<file path="src/design/rcfs_pkg.sv">
package rcfs_pkg;

    localparam int unsigned BYTE_W = 8;
    localparam int unsigned POS_W  = 5;
    localparam int unsigned CFG_IDX_W = 2;

    localparam logic [CFG_IDX_W-1:0] CFG_HDR_PRI = 2'd0;
    localparam logic [CFG_IDX_W-1:0] CFG_HDR_ALT = 2'd1;
    localparam logic [CFG_IDX_W-1:0] CFG_FOOTER  = 2'd2;

    localparam logic [BYTE_W-1:0] HDR_PRI_RST = 8'h0F;
    localparam logic [BYTE_W-1:0] HDR_ALT_RST = 8'hF0;
    localparam logic [BYTE_W-1:0] FOOTER_RST  = 8'h00;

    typedef enum logic [2:0] {
        ST_IDLE,
        ST_EMIT_RD,
        ST_EMIT_LD,
        ST_SRCH_RD,
        ST_SRCH_CK,
        ST_SHIFT_RD,
        ST_SHIFT_WR
    } t_state;

    // controller -> datapath
    typedef struct packed {
        logic store_in;   // write input byte at fill position, advance fill
        logic rd_src;     // read store at source pointer
        logic src_load0;  // source pointer to position 0
        logic src_load1;  // source pointer to position 1
        logic src_inc;
        logic dst_clr;
        logic shift_wr;   // write read data at destination, advance destination
        logic out_load;
        logic fill_clr;
        logic fill_set;   // fill from destination pointer plus one
    } t_dp_cmd;

    // datapath -> controller
    typedef struct packed {
        logic in_keep;    // input byte is kept (buffer started or header)
        logic in_last;    // input byte completes the frame
        logic in_footer;  // input byte equals footer value
        logic q_header;   // read data equals a header value
        logic src_last;   // source pointer at last position
        logic out_free;   // output register can take a new item
    } t_dp_sts;

endpackage

</file>
<file path="src/design/rc_serial_frame_sync_core.sv">
// A byte is taken in any cycle while the block is idle; the store has one write port.
// Frame with matching footer: each item is read from the store, then loaded into the output
// register once free; no input during the emit. Output register decouples the downstream side.
// Footer mismatch (no input meanwhile): bytes from position 1 are checked for a header; from
// the first found, they move down to position 0 (read, then write); if none, all are dropped.
// Synchronous active-low reset clears control, fill count, output valid; store is not cleared.
module rc_serial_frame_sync_core #(
    parameter int unsigned FRAME_BYTES = 25
) (
    input  logic                           i_clk,
    input  logic                           i_rst_n,
    input  logic                           i_cfg_we,
    input  logic [rcfs_pkg::CFG_IDX_W-1:0] i_cfg_idx,
    input  logic [rcfs_pkg::BYTE_W-1:0]    i_cfg_data,
    input  logic                           i_s_tvalid,
    output logic                           o_s_tready,
    input  logic [7:0]                     i_s_tdata,   // [7:0] rx_byte
    output logic                           o_m_tvalid,
    input  logic                           i_m_tready,
    output logic [15:0]                    o_m_tdata,   // [7:0] frame_byte, [12:8] byte_position
    output logic                           o_m_tlast    // frame_end
);

    rcfs_pkg::t_dp_cmd           w_cmd;
    rcfs_pkg::t_dp_sts           w_sts;
    logic [rcfs_pkg::BYTE_W-1:0] w_out_byte;
    logic [rcfs_pkg::POS_W-1:0]  w_out_pos;

    rcfs_ctrl u_ctrl (
        .i_clk      (i_clk),
        .i_rst_n    (i_rst_n),
        .i_in_valid (i_s_tvalid),
        .o_in_ready (o_s_tready),
        .i_sts      (w_sts),
        .o_cmd      (w_cmd)
    );

    rcfs_dpath #(
        .FRAME_BYTES (FRAME_BYTES)
    ) u_dpath (
        .i_clk       (i_clk),
        .i_rst_n     (i_rst_n),
        .i_cfg_we    (i_cfg_we),
        .i_cfg_idx   (i_cfg_idx),
        .i_cfg_data  (i_cfg_data),
        .i_in_byte   (i_s_tdata),
        .i_cmd       (w_cmd),
        .o_sts       (w_sts),
        .i_out_ready (i_m_tready),
        .o_out_valid (o_m_tvalid),
        .o_out_byte  (w_out_byte),
        .o_out_pos   (w_out_pos),
        .o_out_end   (o_m_tlast)
    );

    assign o_m_tdata = {3'b000, w_out_pos, w_out_byte};

    a_store_only_on_accept: assert property (@(posedge i_clk) disable iff (!i_rst_n)
        w_cmd.store_in |-> (i_s_tvalid && o_s_tready))
        else $error("byte stored without an accepted input item");

    a_no_overwrite_pending: assert property (@(posedge i_clk) disable iff (!i_rst_n)
        w_cmd.out_load |-> !(o_m_tvalid && !i_m_tready))
        else $error("output register loaded while an item is still waiting");

    a_one_store_access: assert property (@(posedge i_clk) disable iff (!i_rst_n)
        $onehot0({w_cmd.store_in, w_cmd.shift_wr, w_cmd.rd_src, w_cmd.out_load}))
        else $error("conflicting store commands in one cycle");

    a_end_at_last_pos: assert property (@(posedge i_clk) disable iff (!i_rst_n)
        (o_m_tvalid && o_m_tlast) |-> (o_m_tdata[12:8] == rcfs_pkg::POS_W'(FRAME_BYTES - 1)))
        else $error("frame end flagged away from the last position");

endmodule

</file>
<file path="src/design/rcfs_ctrl.sv">
module rcfs_ctrl (
    input  logic             i_clk,
    input  logic             i_rst_n,
    input  logic             i_in_valid,
    output logic             o_in_ready,
    input  rcfs_pkg::t_dp_sts i_sts,
    output rcfs_pkg::t_dp_cmd o_cmd
);

    rcfs_pkg::t_state r_state;
    rcfs_pkg::t_state n_state;

    always_ff @(posedge i_clk) begin
        if (!i_rst_n) begin
            r_state <= rcfs_pkg::ST_IDLE;
        end else begin
            r_state <= n_state;
        end
    end

    always_comb begin
        n_state    = r_state;
        o_cmd      = '0;
        o_in_ready = 1'b0;
        unique case (r_state)
            rcfs_pkg::ST_IDLE: begin
                o_in_ready = 1'b1;
                if (i_in_valid && i_sts.in_keep) begin
                    o_cmd.store_in = 1'b1;
                    if (i_sts.in_last) begin
                        if (i_sts.in_footer) begin
                            o_cmd.src_load0 = 1'b1;
                            n_state         = rcfs_pkg::ST_EMIT_RD;
                        end else begin
                            o_cmd.src_load1 = 1'b1;
                            n_state         = rcfs_pkg::ST_SRCH_RD;
                        end
                    end
                end
            end
            rcfs_pkg::ST_EMIT_RD: begin
                o_cmd.rd_src = 1'b1;
                n_state      = rcfs_pkg::ST_EMIT_LD;
            end
            rcfs_pkg::ST_EMIT_LD: begin
                // hold the read data until the output register frees up
                if (i_sts.out_free) begin
                    o_cmd.out_load = 1'b1;
                    if (i_sts.src_last) begin
                        o_cmd.fill_clr = 1'b1;
                        n_state        = rcfs_pkg::ST_IDLE;
                    end else begin
                        o_cmd.src_inc = 1'b1;
                        n_state       = rcfs_pkg::ST_EMIT_RD;
                    end
                end
            end
            rcfs_pkg::ST_SRCH_RD: begin
                o_cmd.rd_src = 1'b1;
                n_state      = rcfs_pkg::ST_SRCH_CK;
            end
            rcfs_pkg::ST_SRCH_CK: begin
                priority if (i_sts.q_header) begin
                    o_cmd.dst_clr = 1'b1;
                    n_state       = rcfs_pkg::ST_SHIFT_RD;
                end else if (i_sts.src_last) begin
                    o_cmd.fill_clr = 1'b1;
                    n_state        = rcfs_pkg::ST_IDLE;
                end else begin
                    o_cmd.src_inc = 1'b1;
                    n_state       = rcfs_pkg::ST_SRCH_RD;
                end
            end
            rcfs_pkg::ST_SHIFT_RD: begin
                o_cmd.rd_src = 1'b1;
                n_state      = rcfs_pkg::ST_SHIFT_WR;
            end
            rcfs_pkg::ST_SHIFT_WR: begin
                o_cmd.shift_wr = 1'b1;
                if (i_sts.src_last) begin
                    o_cmd.fill_set = 1'b1;
                    n_state        = rcfs_pkg::ST_IDLE;
                end else begin
                    o_cmd.src_inc = 1'b1;
                    n_state       = rcfs_pkg::ST_SHIFT_RD;
                end
            end
            default: begin
                n_state = rcfs_pkg::ST_IDLE;
            end
        endcase
    end

endmodule

</file>
<file path="src/design/rcfs_dpath.sv">
module rcfs_dpath #(
    parameter int unsigned FRAME_BYTES = 25
) (
    input  logic                              i_clk,
    input  logic                              i_rst_n,
    input  logic                              i_cfg_we,
    input  logic [rcfs_pkg::CFG_IDX_W-1:0]    i_cfg_idx,
    input  logic [rcfs_pkg::BYTE_W-1:0]       i_cfg_data,
    input  logic [rcfs_pkg::BYTE_W-1:0]       i_in_byte,
    input  rcfs_pkg::t_dp_cmd                 i_cmd,
    output rcfs_pkg::t_dp_sts                 o_sts,
    input  logic                              i_out_ready,
    output logic                              o_out_valid,
    output logic [rcfs_pkg::BYTE_W-1:0]       o_out_byte,
    output logic [rcfs_pkg::POS_W-1:0]        o_out_pos,
    output logic                              o_out_end
);

    localparam int unsigned IDX_W  = $clog2(FRAME_BYTES);
    localparam int unsigned FILL_W = $clog2(FRAME_BYTES + 1);
    localparam logic [IDX_W-1:0]  LAST_IDX  = IDX_W'(FRAME_BYTES - 1);
    localparam logic [FILL_W-1:0] LAST_FILL = FILL_W'(FRAME_BYTES - 1);

    logic [rcfs_pkg::BYTE_W-1:0] r_hdr_pri;
    logic [rcfs_pkg::BYTE_W-1:0] r_hdr_alt;
    logic [rcfs_pkg::BYTE_W-1:0] r_footer;

    logic [rcfs_pkg::BYTE_W-1:0] r_store [FRAME_BYTES];
    logic [rcfs_pkg::BYTE_W-1:0] r_mem_q;
    logic [FILL_W-1:0]           r_fill;
    logic [IDX_W-1:0]            r_src;
    logic [IDX_W-1:0]            r_dst;

    logic                        r_out_valid;
    logic [rcfs_pkg::BYTE_W-1:0] r_out_byte;
    logic [rcfs_pkg::POS_W-1:0]  r_out_pos;
    logic                        r_out_end;

    logic                        w_we;
    logic [IDX_W-1:0]            w_waddr;
    logic [rcfs_pkg::BYTE_W-1:0] w_wdata;
    logic                        w_in_hdr;

    always_ff @(posedge i_clk) begin
        if (!i_rst_n) begin
            r_hdr_pri <= rcfs_pkg::HDR_PRI_RST;
            r_hdr_alt <= rcfs_pkg::HDR_ALT_RST;
            r_footer  <= rcfs_pkg::FOOTER_RST;
        end else if (i_cfg_we) begin
            unique case (i_cfg_idx)
                rcfs_pkg::CFG_HDR_PRI: r_hdr_pri <= i_cfg_data;
                rcfs_pkg::CFG_HDR_ALT: r_hdr_alt <= i_cfg_data;
                rcfs_pkg::CFG_FOOTER:  r_footer  <= i_cfg_data;
                default: ;
            endcase
        end
    end

    // single write port: incoming byte at the fill position, or a moved-down byte
    assign w_we    = i_cmd.store_in | i_cmd.shift_wr;
    assign w_waddr = i_cmd.store_in ? r_fill[IDX_W-1:0] : r_dst;
    assign w_wdata = i_cmd.store_in ? i_in_byte : r_mem_q;

    always_ff @(posedge i_clk) begin
        if (w_we) begin
            r_store[w_waddr] <= w_wdata;
        end
        if (i_cmd.rd_src) begin
            r_mem_q <= r_store[r_src];
        end
    end

    always_ff @(posedge i_clk) begin
        if (!i_rst_n) begin
            r_fill <= '0;
        end else if (i_cmd.fill_clr) begin
            r_fill <= '0;
        end else if (i_cmd.fill_set) begin
            r_fill <= FILL_W'(r_dst) + FILL_W'(1);
        end else if (i_cmd.store_in) begin
            r_fill <= r_fill + FILL_W'(1);
        end
    end

    always_ff @(posedge i_clk) begin
        if (i_cmd.src_load0) begin
            r_src <= '0;
        end else if (i_cmd.src_load1) begin
            r_src <= IDX_W'(1);
        end else if (i_cmd.src_inc) begin
            r_src <= r_src + IDX_W'(1);
        end
        if (i_cmd.dst_clr) begin
            r_dst <= '0;
        end else if (i_cmd.shift_wr) begin
            r_dst <= r_dst + IDX_W'(1);
        end
    end

    always_ff @(posedge i_clk) begin
        if (!i_rst_n) begin
            r_out_valid <= 1'b0;
        end else if (i_cmd.out_load) begin
            r_out_valid <= 1'b1;
        end else if (i_out_ready) begin
            r_out_valid <= 1'b0;
        end
    end

    always_ff @(posedge i_clk) begin
        if (i_cmd.out_load) begin
            r_out_byte <= r_mem_q;
            r_out_pos  <= rcfs_pkg::POS_W'(r_src);
            r_out_end  <= (r_src == LAST_IDX);
        end
    end

    assign w_in_hdr = (i_in_byte == r_hdr_pri) || (i_in_byte == r_hdr_alt);

    always_comb begin
        o_sts.in_keep   = (r_fill != '0) || w_in_hdr;
        o_sts.in_last   = (r_fill == LAST_FILL);
        o_sts.in_footer = (i_in_byte == r_footer);
        o_sts.q_header  = (r_mem_q == r_hdr_pri) || (r_mem_q == r_hdr_alt);
        o_sts.src_last  = (r_src == LAST_IDX);
        o_sts.out_free  = !r_out_valid || i_out_ready;
    end

    assign o_out_valid = r_out_valid;
    assign o_out_byte  = r_out_byte;
    assign o_out_pos   = r_out_pos;
    assign o_out_end   = r_out_end;

endmodule
</file>
<file path="config.mk">
export PLATFORM = sky130hd
export DESIGN_NAME = rc_serial_frame_sync_core
export DESIGN_NICKNAME = d
export VERILOG_FILES = /design/src/design/rcfs_pkg.sv /design/src/design/rc_serial_frame_sync_core.sv /design/src/design/rcfs_ctrl.sv /design/src/design/rcfs_dpath.sv
export SDC_FILE = /design/constraint.sdc
export NUM_CORES = 1
export LEC_CHECK = 0
export BUFFER_PORTS_ARGS = -buffer_cell sky130_fd_sc_hd__buf_2
export CORE_ASPECT_RATIO = 0.5
export CORE_MARGIN = 2
export CORE_UTILIZATION = 45
export DETAILED_ROUTE_END_ITERATION = 8
export PLACE_DENSITY = 0.73
export SYNTH_ARGS = -nofsm -noshare
export SYNTH_HDL_FRONTEND = slang
export SYNTH_SLANG_ARGS = --single-unit
</file>
<file path="constraint.sdc">
create_clock -name i_clk -period 4.3 [get_ports i_clk]
set_input_delay 0.645 -clock i_clk [delete_from_list [all_inputs] [get_ports i_clk]]
set_output_delay 0.645 -clock i_clk [all_outputs]
set_load 0.02 [all_outputs]
</file>
Yosys cells after proc, flatten, opt, wreduce, memory -nomap -nowiden
Memory sizes are Yosys's and may differ from the RTL's. A register that Yosys moved wholly into a read port is not among the register bits.
Cells that the tools add are included.

storage, ports and cells
  register bits = 57
  bits in writable memories = 200
  output and inout port bits = 19
  word-level logic and storage cells = 96
  memories kept = 1

memory list
  memory           depth  width  rd ports  clocked after memory_dff  wr ports  RTL line          text
  u_dpath.r_store  25     8      1         1                         1         rcfs_dpath.sv:28  logic [rcfs_pkg::BYTE_W-1:0] r_store [FRAME_BYTES];

operators by class
  $add $sub $neg = 3
  equal/unequal tests = 18
  multiplexer cells = 41
  bitwise gates (word level) = 2
  reduce and logical (&&, ||, !) cells = 19

operators by type and width
  operator             number
  $eq 8x8->1           5
  $mux 1               23
  $pmux 3 s7           1
  $add 5x1->5 const B  3
  $mux 3               5
  $mux 5               3
  $mux 2               6
  $eq 5x5->1 const B   2
  $eq 3x3->1 const B   3
  $mux 8               1
  $eq 3x2->1 const B   2
  $ne 2x1->1 const B   3
  $reduce_and 2->1     3
  $reduce_bool 2->1    3
  $reduce_bool 5->1    1
  $logic_or 1x1->1     4
  $reduce_or 2->1      2
  $eq 3x1->1 const B   1
  $logic_not 3->1      1
  $pmux 1 s3           1
  $reduce_and 3->1     1
  $reduce_or 3->1      1
  $eq 2x1->1 const B   1
  $eq 2x2->1 const B   1
  other kinds (6)      6

Logic depth before layout (Yosys ltp)
Gate-level depths: netlist (run 1).

  depth after elaboration = 9
  mapped depth = 12
  mapped depth without buffers = 9

Cells and area by module
A second synthesis (run 1) with hierarchy kept.

unflattened totals
  cells, all modules = 721
  area, all modules = 11260.8 um2

by module, submodules not included
  module                     instances  cells an instance  area each (um2)  sequential area each (um2)
  rcfs_dpath                 1          674                10905.5          7467.2
  rcfs_ctrl                  1          43                 329.1            60.1
  rc_serial_frame_sync_core  1          4                  26.3             0.0

Worst setup path after synthesis (run 1)
Ideal clock, no wire load.

  path kind = input to register
  start point = input i_s_tdata[2]
  end point = memory u_dpath.r_store[17][0] (netlist bit), enable pin
  library setup time = 0.375 ns
  arrival time = 2.179 ns
  data required time = 3.925 ns
  path slack = 1.746 ns
  stages on the path = 7
  path buffers = 1
  path through = xnor2_1 -> nand4_1 -> o221ai_1 -> o21ai_1 -> buf_2 -> or3_1 -> a21oi_1

between the ends
  word-level cells in the longest chain between the ends = 9
  elaborated cells between the ends (all ways) = 11
  classes of those cells = eq/ne: 2; mux: 5; bitwise: 1; reduce/logical: 3

ends and longest elaborated chain
  element                       RTL line                         text
  start: declaration            rc_serial_frame_sync_core.sv:17  input logic [7:0] i_s_tdata,
  $eq 8x8->1                    rcfs_dpath.sv:118                assign w_in_hdr = (i_in_byte == r_hdr_pri) || (i_in_byte == r_hdr_alt);
  $logic_or 1x1->1 (*)          rcfs_dpath.sv:118
  $logic_or 1x1->1 (*)          rcfs_dpath.sv:121                o_sts.in_keep = (r_fill != '0) || w_in_hdr;
  $logic_and 1x1->1 (*)         rcfs_ctrl.sv:28                  if (i_in_valid && i_sts.in_keep) begin
  $mux 1 (*)                    rcfs_ctrl.sv:28
  $mux 1 (*)                    rcfs_ctrl.sv:25                  unique case (r_state)
  $or 1x1->1                    rcfs_dpath.sv:60                 assign w_we = i_cmd.store_in | i_cmd.shift_wr;
  $mux 1                        rcfs_dpath.sv:65                 if (w_we) begin
  $mux 1 (not written as such)  rcfs_dpath.sv:66                 r_store[w_waddr] <= w_wdata;
  end: declaration              rcfs_dpath.sv:28

Every way passes the cells marked *; elsewhere a longest branch is shown, timed or not.

Worst setup path in the final report (run 1)
  start point = register u_dpath.r_fill[0]
  end point = memory u_dpath.r_store[4][0] (netlist bit), enable pin

between the ends
  word-level cells in the longest chain between the ends = 8
  elaborated cells between the ends (all ways) = 9
  classes of those cells = mux: 5; bitwise: 1; reduce/logical: 3

ends and longest elaborated chain
  element                       RTL line           text
  start: declaration            rcfs_dpath.sv:30   logic [FILL_W-1:0] r_fill;
  start signal: assignment      rcfs_dpath.sv:79   r_fill <= FILL_W'(r_dst) + FILL_W'(1);
  start signal: assignment      rcfs_dpath.sv:81   r_fill <= r_fill + FILL_W'(1);
  $reduce_bool 5->1             rcfs_dpath.sv:121
  $logic_or 1x1->1              rcfs_dpath.sv:121
  $logic_and 1x1->1             rcfs_ctrl.sv:28
  $mux 1                        rcfs_ctrl.sv:28
  $mux 1                        rcfs_ctrl.sv:25
  $or 1x1->1                    rcfs_dpath.sv:60
  $mux 1                        rcfs_dpath.sv:65
  $mux 1 (not written as such)  rcfs_dpath.sv:66

Several ways; a longest one is shown, not always the timed one.

==> flow_metrics.env, run 1 <==
export IMPL_netlist_area_um2=11320
export IMPL_cpPeakStageDelay_ps=770
export IMPL_fin_crit_ps=3496
export IMPL_grt_use_total_pct=19.05
export IMPL_synth_seq_cells=265
export IMPL_htree_levels=1
export IMPL_synth_seq_area_share_pct=66.51
export IMPL_hold_path_class="in -> reg"
export IMPL_nFillCells=1961
export IMPL_hold_violations=0
export IMPL_finalSetupViolations=0
export IMPL_placementRows=40
export IMPL_cts_tree="built"
export IMPL_cts_root_buf="clkbuf_16"
export IMPL_p_total_w=0.006606
export IMPL_slowest_stage="o21ai_2"
export IMPL_ys_types=52
export IMPL_drv_cap=0
export IMPL_layout_drive_gt1_share_pct=19.11
export IMPL_die_area_um2=26510
export IMPL_drv_slew=0
export IMPL_p_comb_share_pct=21.1
export IMPL_crit_required_ps=4450
export IMPL_die_w_um=228.3
export IMPL_grt_pass1_wl_um=37910
export IMPL_final_period_utilization_pct=81.31
export IMPL_vias_per_cell=5.745
export IMPL_worstSetupStartpointType="flip-flop"
export IMPL_syn_to_final_growth_pct=11.53
export IMPL_drc=0
export IMPL_io_pins=42
export IMPL_synth_flop_cell="edfxtp_1"
export IMPL_synth_edf_count=222
export IMPL_antenna_found_initial=0
export IMPL_syn_inst=706
export IMPL_fmax_mhz=286.0
export IMPL_outcome="complete, no violations"
export IMPL_via_count=6320
export IMPL_cp_max_fo=20
export IMPL_grt_max_degree=42
export IMPL_wl_um=24810
export IMPL_clk_pin_slew_ps=60
export IMPL_coreArea_um2=24320
export IMPL_arrival_ps=3640
export IMPL_path_buf_inv=1
export IMPL_swShare_pct=26.94
export IMPL_start_util_pct=46.53
export IMPL_worstMarginPinSlew_ps=986.5
export IMPL_crit_start="u_dpath.r_fill[0]"
export IMPL_layout_commonest_cell="edfxtp_1"
export IMPL_hold_start="i_cfg_data[6]"
export IMPL_relSlewSlack_pct=34.23
export IMPL_power_density_nw_per_um2=523.3
export IMPL_clkPwrFrac_pct=32.9
export IMPL_cts_sinks=265
export IMPL_dr_pass1_iters=5
export IMPL_seqCellArea_um2=7528
export IMPL_worstReg2RegEnd="u_dpath.r_store[4][0]"
export IMPL_die_y_um=116.1
export IMPL_cp_num_cells=7
export IMPL_io_buffer_count=38
export IMPL_power_leakage_nw=4.247
export IMPL_crit_end="u_dpath.r_store[4][0]"
export IMPL_cts_max_path_buffers=3
export IMPL_drtIter0Drc=726
export IMPL_ant_nets=0
export IMPL_critPathKind="reg -> reg"
export IMPL_cts_resized=0
export IMPL_multi_input_area_um2=3547
export IMPL_path_delay_family="compound AO/OA/AOI/OAI gates"
export IMPL_final_cell_mix="222 x edfxtp_1, 67 x nor2_1, 42 x dfxtp_1"
export IMPL_fin_worst_skew_ps=10.51
export IMPL_worstSetupEndpointType="flip-flop"
export IMPL_synthArstFlopShare_pct=0
export IMPL_rrSetupSlack_ps=800
export IMPL_wl_per_cell_um=22.55
export IMPL_r2r_start="u_dpath.r_fill[0]"
export IMPL_cts_buffers=25
export IMPL_rsz0062_at_grt="no"
export IMPL_nNetsFinal=773
export IMPL_sequentialPowerShare_pct=46.0
export IMPL_syn_area_per_cell_um2=16.03
export IMPL_post_cts_buffers=0
export IMPL_clkLatencyLatePin_ps=520
export IMPL_peakVddDrop_mv=0.2585
export IMPL_antennaDiodeCount=0
export IMPL_internal_power_w=0.004826
export IMPL_grt_pass1_vias=6173
export IMPL_hpwl_um=16320
export IMPL_grt_overflow_total=0
export IMPL_hold_buffers=0
export IMPL_crit_chain="inv_1, ha_1, nor3b_1, o221ai_1, o21ai_2, a31oi_1, nor2_1"
export IMPL_gp_congestion=0.8849
export IMPL_setup_tns_ps=0
export IMPL_reg2reg_depth=7
export IMPL_switchingPower_w=0.001779
export IMPL_yosys_warnings=0
cell usage after synthesis (2+ instances only):
master,n,share of area [%]
nor3b_1,2,0.13
nor2_1,67,2.2
buf_6,2,0.20
edfxtp_1,222,59
ha_1,5,0.55
nand3_1,7,0.31
o21ai_1,7,0.31
a21o_1,2,0.13
nor3_1,9,0.40
and3_1,3,0.17
o21ai_0,6,0.27
a31oi_1,7,0.39
mux4_2,39,7.8
buf_1,5,0.17
nor4_1,8,0.44
clkbuf_1,21,0.70
dfxtp_1,43,7.6
clkinv_1,2,0.066
nand2b_1,4,0.22
nand4_1,15,0.83
or3_1,4,0.22
xnor2_1,38,2.9
a21oi_1,15,0.66
buf_4,3,0.20
mux2i_1,40,3.5
a21boi_0,3,0.20
inv_1,4,0.13
buf_2,7,0.31
nand2_1,41,1.4
mux2_2,16,1.6
a211oi_1,4,0.27
mux4_1,17,3.9
nand3b_1,2,0.13
and2_1,3,0.17
nor2b_1,4,0.22
buf_8,2,0.27
xor2_1,12,0.93
how the worst min path moves through the flow:
| stage | endpoint | slack (ps) | cells past startpoint |
|---|---|---|---|
| after floorplan | u_dpath.o_out_pos[3] | 410 | 0 |
| after global placement | u_dpath.r_footer[2] | 500 | 2 |
| after detailed placement | u_dpath.r_footer[2] | 510 | 2 |
| after CTS | u_dpath.r_hdr_alt[6] | 380 | 3 |
| after global routing | u_dpath.r_hdr_alt[6] | 390 | 3 |
| final | u_dpath.r_hdr_alt[6] | 380 | 3 |
cells by family after synthesis:
logic type | Yosys count | synth area share, %
DFF | 265 | 66.51
and+or+nand+nor | 173 | 7.175
muxes | 112 | 16.84
AOI/OAI and AO/OA | 52 | 2.775
xor gates and xnor gates | 50 | 3.870
buffers and inverters | 48 | 2.244
adders and majority gates | 5 | 0.5528
other | 1 | 0.03314
cell type report:
| class | instances | area share [%] |
|---|---|---|
| Sequential cell | 265 | 59.65 |
| Tap cell | 336 | 3.331 |
| Inverter | 7 | 0.2082 |
| Clock inverter | 18 | 1.289 |
| Multi-Input combinational cell | 395 | 28.10 |
| Timing Repair Buffer | 51 | 2.379 |
| Clock buffer | 28 | 5.046 |
sequential cells by signal (all words and copies together), names as in the netlist, 8 cells and up:
name / flops
u_dpath.r_hdr_pri: 8
u_dpath.r_hdr_alt: 8
u_dpath.r_mem_q: 8
u_dpath.r_store: 200
u_dpath.o_out_byte: 8
u_dpath.r_footer: 8
worst min-delay path: cells and delay by family:
kind | cells | cell delay (ps)
simple gates | 1 | 50
buf+inv | 1 | 100
mux | 1 | 60
metal layers:
metal	track usage (%)	part of all wire (%)
met4	3.617	1.5
met2	30.26	45
met5	0	0
met3	3.174	8.1
met1	28.28	45
through the flow:
stage | utilization [%] | instance area (µm²) | hold slack (ps) | instances | worst slack [ps]
after floorplan | - | 11320 | 406.4 | 708 | 1746
after global placement | 48.61 | 11820 | 497.3 | 1054 | 937.8
after detailed placement | 48.61 | 11820 | 511.0 | 1054 | 870.6
after CTS | 51.89 | 12620 | 379.3 | 1100 | 832.0
after global routing | 51.89 | 12620 | 386.7 | 1100 | 494.5
final | 51.89 | 12620 | 380.1 | 1100 | 803.5
power groups by stage:
stage	Sequential (W)	Clock (W)	Combinational [W]
2_1_floorplan	0.00303	0	0.00107
3_3_place_gp	0.00309	0	0.00138
3_5_place_dp	0.00309	0	0.00139
4_1_cts	0.00304	0.00219	0.00140
5_1_grt	0.00305	0.00230	0.00148
6_report	0.00304	0.00217	0.00140
Note: power is estimated with default switching activity, not from simulation.
==> run 2, diff against run 1 <==
--- a/config.mk
+++ b/config.mk
@@ -10,7 +10,7 @@
 export CORE_MARGIN = 2
 export CORE_UTILIZATION = 45
 export DETAILED_ROUTE_END_ITERATION = 8
-export PLACE_DENSITY = 0.73
+export PLACE_DENSITY = 0.75
 export SYNTH_ARGS = -nofsm -noshare
 export SYNTH_HDL_FRONTEND = slang
 export SYNTH_SLANG_ARGS = --single-unit
==> constraint.sdc (replaced) <==
create_clock -name i_clk -period 2.85 [get_ports i_clk]
set_input_delay 0.4275 -clock i_clk [delete_from_list [all_inputs] [get_ports i_clk]]
set_output_delay 0.4275 -clock i_clk [all_outputs]
set_load 0.02 [all_outputs]
==> flow_metrics.env, run 2 (synthesis results as in run 1) <==
export IMPL_nFillCells=1913
export IMPL_holdWs_ps=159.0
export IMPL_peakVddDrop_mv=0.3494
export IMPL_worstMarginPinSlew_ps=944.7
export IMPL_clk_pin_slew_ps=70
export IMPL_layout_commonest_cell="edfxtp_1"
export IMPL_cpPeakStageDelay_ps=310
export IMPL_slowest_stage="dfxtp_1"
export IMPL_grt_pass1_wl_um=38580
export IMPL_final_period_utilization_pct=94.42
export IMPL_cts_root_buf="clkbuf_16"
export IMPL_grt_pass1_vias=6330
export IMPL_outcome="complete, no violations"
export IMPL_layout_drive_gt1_share_pct=23.53
export IMPL_cts_buffers=24
export IMPL_die_w_um=228.3
export IMPL_final_cell_mix="222 x edfxtp_1, 65 x nor2_1, 48 x buf_4"
export IMPL_path_delay_family="buffers and inverters"
export IMPL_fin_crit_ps=2691
export IMPL_rsz0062_at_grt="no"
export IMPL_post_cts_buffers=0
export IMPL_crit_chain="inv_1, ha_1, nor3b_1, buf_4, o221ai_1, o21ai_2, buf_4, buf_4, nand4_1, a21oi_2, buf_4"
export IMPL_gp_congestion=0.8867
export IMPL_ant_nets=0
export IMPL_coreArea_um2=24320
export IMPL_grt_max_degree=36
export IMPL_drc=0
export IMPL_die_area_um2=26510
export IMPL_hold_violations=0
export IMPL_fin_worst_skew_ps=7.331
export IMPL_drtIter0Drc=810
export IMPL_syn_to_final_growth_pct=13.99
export IMPL_dp_cells=1091
export IMPL_antenna_found_initial=1
export IMPL_cp_max_fo=8
export IMPL_htree_levels=1
export IMPL_relSlewSlack_pct=36.93
export IMPL_antennaDiodeCount=0
export IMPL_setup_tns_ps=0
export IMPL_hold_path_class="in -> reg"
export IMPL_die_y_um=116.1
export IMPL_arrival_ps=2920
export IMPL_path_buf_inv=5
export IMPL_p_total_w=0.009933
export IMPL_regMostFlops="u_dpath.r_store"
export IMPL_fmax_mhz=371.6
export IMPL_cts_sinks=265
export IMPL_vias_per_cell=5.680
export IMPL_crit_top_cell="buf_4"
export IMPL_drv_cap=0
export IMPL_power_density_nw_per_um2=770.0
export IMPL_wl_um=25040
export IMPL_cts_max_path_buffers=3
export IMPL_wl_per_cell_um=22.06
export IMPL_worstSetupStartpointType="flip-flop"
export IMPL_start_util_pct=46.53
export IMPL_placementRows=40
export IMPL_final_cells=1135
export IMPL_crit_required_ps=3080
export IMPL_io_buffer_count=38
export IMPL_place_ws_ps=85.20
export IMPL_grt_overflow_total=0
export IMPL_multi_input_area_um2=3556
export IMPL_via_count=6447
export IMPL_clkLatencyLatePin_ps=530
export IMPL_dr_pass1_iters=5
export IMPL_cts_tree="built"
export IMPL_grt_use_total_pct=19.40
export IMPL_finalSetupViolations=0
export IMPL_io_pins=42
export IMPL_critPathKind="reg -> reg"
export IMPL_largest_register_ffs=200
export IMPL_worstSetupEndpointType="flip-flop"
export IMPL_power_leakage_nw=4.420
export IMPL_final_setup_worst_slack_ps=158.9
export IMPL_seqCellArea_um2=7528
export IMPL_hpwl_um=16200
export IMPL_drv_slew=0
export IMPL_nNetsFinal=809
[run 2: cell types whose count changed in the layout (fill, tap and decap cells not counted), moves of 2 or more]
cell | before | now
inv_6 | 2 | 0
clkinv_4 | 0 | 3
clkbuf_1 | 3 | 5
clkinvlp_4 | 0 | 2
clkinv_1 | 10 | 4
nor2_2 | 0 | 2
buf_4 | 12 | 48
nor2_1 | 67 | 65
[run 2: power breakdown]
part,internal [W],total [W],switching (W)
registers,0.00441,0.00455,0.000131
logic,0.00102,0.00218,0.00117
clock network,0.00180,0.00320,0.00141
total,0.00723,0.00993,0.00270
[run 2: final timing paths]
kind	start	endpoint	slack, ps	cells past startpoint
setup reg to reg	u_dpath.r_fill[1]	u_dpath.r_store[20][3]	160	11
hold reg to reg	u_dpath.r_footer[3]	u_dpath.r_footer[3]	530	2
setup / recovery	u_dpath.r_fill[1]	u_dpath.r_store[20][3]	160	11
hold / removal	i_cfg_data[4]	u_dpath.r_hdr_alt[4]	160	3
[run 2: worst reg2reg max path, cell delays in order, from the launching register on]
cell,delay (ps)
dfxtp_1,310
inv_1,80
ha_1,180
nor3b_1,220
buf_4,160
o221ai_1,240
o21ai_2,250
buf_4,200
buf_4,140
nand4_1,120
a21oi_2,260
buf_4,230
[run 2: through the flow]
| step | util, % | cell area, µm² |
|---|---|---|
| after floorplan | - | 11320 |
| after global placement | 49.80 | 12110 |
| after detailed placement | 49.80 | 12110 |
| after CTS | 53.00 | 12890 |
| after global routing | 53.04 | 12900 |
| final | 53.04 | 12900 |
[run 2: what timing repair did]
item	CTS	global route
setup endpoints to repair	0	24
hold buffers	0	0
gates resized for setup	0	3
[run 2: area by class of cell]
type | instances | share of cell area (%)
sequential | 265 | 58.36
multi-input combinational | 395 | 27.57
clock buffer | 30 | 4.995
timing repair buffer | 88 | 4.578
tap | 336 | 3.259
clock inverter | 14 | 1.038
inverter | 7 | 0.2037
[run 2: routing by layer]
metal | wire [µm] | GRT usage (%) | share of wire, % | vias to the layer above
met5 | 0 | 0 | 0 | -
met4 | 395 | 3.747 | 1.6 | 0
met3 | 2553 | 4.956 | 10 | 41
met2 | 11230 | 30.39 | 45 | 312
met1 | 10860 | 27.99 | 43 | 3214
li1 | - | - | - | 2880
==> run 3, diff against run 2 <==
--- a/config.mk
+++ b/config.mk
@@ -9,6 +9,7 @@
 export CORE_ASPECT_RATIO = 0.5
 export CORE_MARGIN = 2
 export CORE_UTILIZATION = 45
+export CTS_BUF_LIST = sky130_fd_sc_hd__clkbuf_8
 export DETAILED_ROUTE_END_ITERATION = 8
 export PLACE_DENSITY = 0.75
 export SYNTH_ARGS = -nofsm -noshare
==> flow_metrics.env, run 3 (synthesis results as in run 1) <==
export IMPL_fin_crit_ps=2737
export IMPL_die_y_um=116.1
export IMPL_slowest_stage="dfxtp_1"
export IMPL_die_area_um2=26510
export IMPL_layout_drive_gt1_share_pct=24.73
export IMPL_final_cell_mix="222 x edfxtp_1, 65 x nor2_1, 48 x buf_4"
export IMPL_cts_tree="built"
export IMPL_clkLatencyLatePin_ps=530
export IMPL_crit_required_ps=3060
export IMPL_p_total_w=0.009799
export IMPL_cts_root_buf="clkbuf_8"
export IMPL_die_w_um=228.3
export IMPL_path_delay_family="buffers and inverters"
export IMPL_grt_pass1_wl_um=38670
export IMPL_cpPeakStageDelay_ps=310
export IMPL_hold_violations=0
export IMPL_outcome="complete, no violations"
export IMPL_nNetsFinal=823
export IMPL_grt_pass1_vias=6504
export IMPL_wl_met1_um=10840
export IMPL_switchingPower_w=0.002685
export IMPL_vias_per_cell=5.625
export IMPL_io_buffer_count=38
export IMPL_cts_buffers=38
export IMPL_start_util_pct=46.53
export IMPL_cts_resized=0
export IMPL_top_layer="met4"
export IMPL_crit_top_cell="buf_4"
export IMPL_gp_congestion=0.8867
export IMPL_clk_pin_slew_ps=70
export IMPL_htree_levels=2
export IMPL_cts_max_path_buffers=3
export IMPL_relSlewSlack_pct=40.55
export IMPL_drtIter0Drc=801
export IMPL_fmax_mhz=365.3
export IMPL_fin_worst_skew_ps=27.84
export IMPL_worstSetupStartpointType="flip-flop"
export IMPL_clkPwrFrac_pct=31.3
export IMPL_io_pins=42
export IMPL_wl_um=24940
export IMPL_layout_commonest_cell="edfxtp_1"
export IMPL_wl_per_cell_um=21.52
export IMPL_cts_sinks=265
export IMPL_power_leakage_nw=4.471
export IMPL_regMostFlops="u_dpath.r_store"
export IMPL_post_cts_buffers=0
export IMPL_swShare_pct=27.40
export IMPL_hold_buffers=0
export IMPL_wl_met2_um=11330
export IMPL_arrival_ps=2950
export IMPL_grt_max_degree=36
export IMPL_crit_chain="inv_1, ha_1, nor3b_1, buf_4, o221ai_1, o21ai_2, buf_4, buf_4, nand4_1, a21oi_1, buf_4"
export IMPL_grt_overflow_total=0
export IMPL_via_count=6519
export IMPL_critPathKind="reg -> reg"
export IMPL_placementRows=40
export IMPL_rsz0062_at_grt="no"
export IMPL_final_period_utilization_pct=96.04
export IMPL_finalSetupViolations=0
export IMPL_sequentialPowerShare_pct=46.4
export IMPL_dr_pass1_iters=5
export IMPL_power_density_nw_per_um2=759.7
export IMPL_cp_max_fo=8
export IMPL_path_buf_inv=5
export IMPL_ant_nets=0
export IMPL_worstMarginPinSlew_ps=890.6
export IMPL_routed_wl_met3_um=2466
export IMPL_hold_path_class="in -> reg"
export IMPL_worstSetupEndpointType="flip-flop"
export IMPL_largest_register_ffs=200
export IMPL_grt_use_total_pct=19.45
export IMPL_p_comb_share_pct=22.3
export IMPL_coreArea_um2=24320
export IMPL_drv_slew=0
export IMPL_internal_power_w=0.007114
export IMPL_peakVddDrop_mv=0.3472
export IMPL_antenna_found_initial=3
export IMPL_syn_to_final_growth_pct=13.96
export IMPL_drv_cap=0
export IMPL_hpwl_um=16200
export IMPL_setup_tns_ps=0
export IMPL_drc=0
run 3: routing by layer:
layer / up-vias / track usage [%]
li1: 2912 / -
met1: 3245 / 27.59
met2: 329 / 30.10
met3: 33 / 5.542
met4: 0 / 4.749
met5: - / 0
run 3: through the flow:
stage | std cells | hold WS [ps] | instance area [µm²] | setup slack (ps) | util (%)
2_1_floorplan | 708 | 406.4 | 11320 | 329.5 | -
3_5_place_dp | 1091 | 514.2 | 12110 | 85.20 | 49.80
6_report | 1159 | 153.2 | 12900 | 112.8 | 53.02
5_1_grt | 1158 | 145.5 | 12890 | 7.735 | 53.01
3_3_place_gp | 1091 | 497.5 | 12110 | 184.9 | 49.80
4_1_cts | 1157 | 133.9 | 12890 | 162.0 | 52.98
run 3: area by class of cell:
| class | instances | area, µm² |
|---|---|---|
| fillers | 1923 | 11430 |
| well taps | 336 | 420.4 |
| inverters | 7 | 26.28 |
| flip-flops and latches | 265 | 7528 |
| clock inverters | 22 | 168.9 |
| clock buffers | 44 | 605.6 |
| diodes | 2 | 5.005 |
| repair buffers | 88 | 590.6 |
| multi-input cells | 395 | 3552 |
run 3: worst paths after layout:
kind | start | endpoint | slack, ps | depth (start not counted)
setup / recovery | u_dpath.r_fill[1] | u_dpath.r_store[20][0] | 110 | 11
hold / removal | i_cfg_data[4] | u_dpath.r_hdr_alt[4] | 150 | 3
setup reg to reg | u_dpath.r_fill[1] | u_dpath.r_store[20][0] | 110 | 11
hold reg to reg | u_dpath.r_footer[3] | u_dpath.r_footer[3] | 530 | 2
run 3: power groups by stage:
stage	Sequential, W	Combinational, W	Clock [W]
CTS	0.00454	0.00218	0.00312
floorplan	0.00456	0.00161	0
global placement	0.00462	0.00213	0
global route	0.00456	0.00232	0.00329
finish	0.00455	0.00219	0.00306
detailed placement	0.00463	0.00216	0
run 3: tightest hold or removal path, delay by kind of cell:
family / cells / cell delay [ps]
buffers and inverters: 1 / 110
multiplexers: 1 / 60
AND/OR/NAND/NOR: 1 / 60
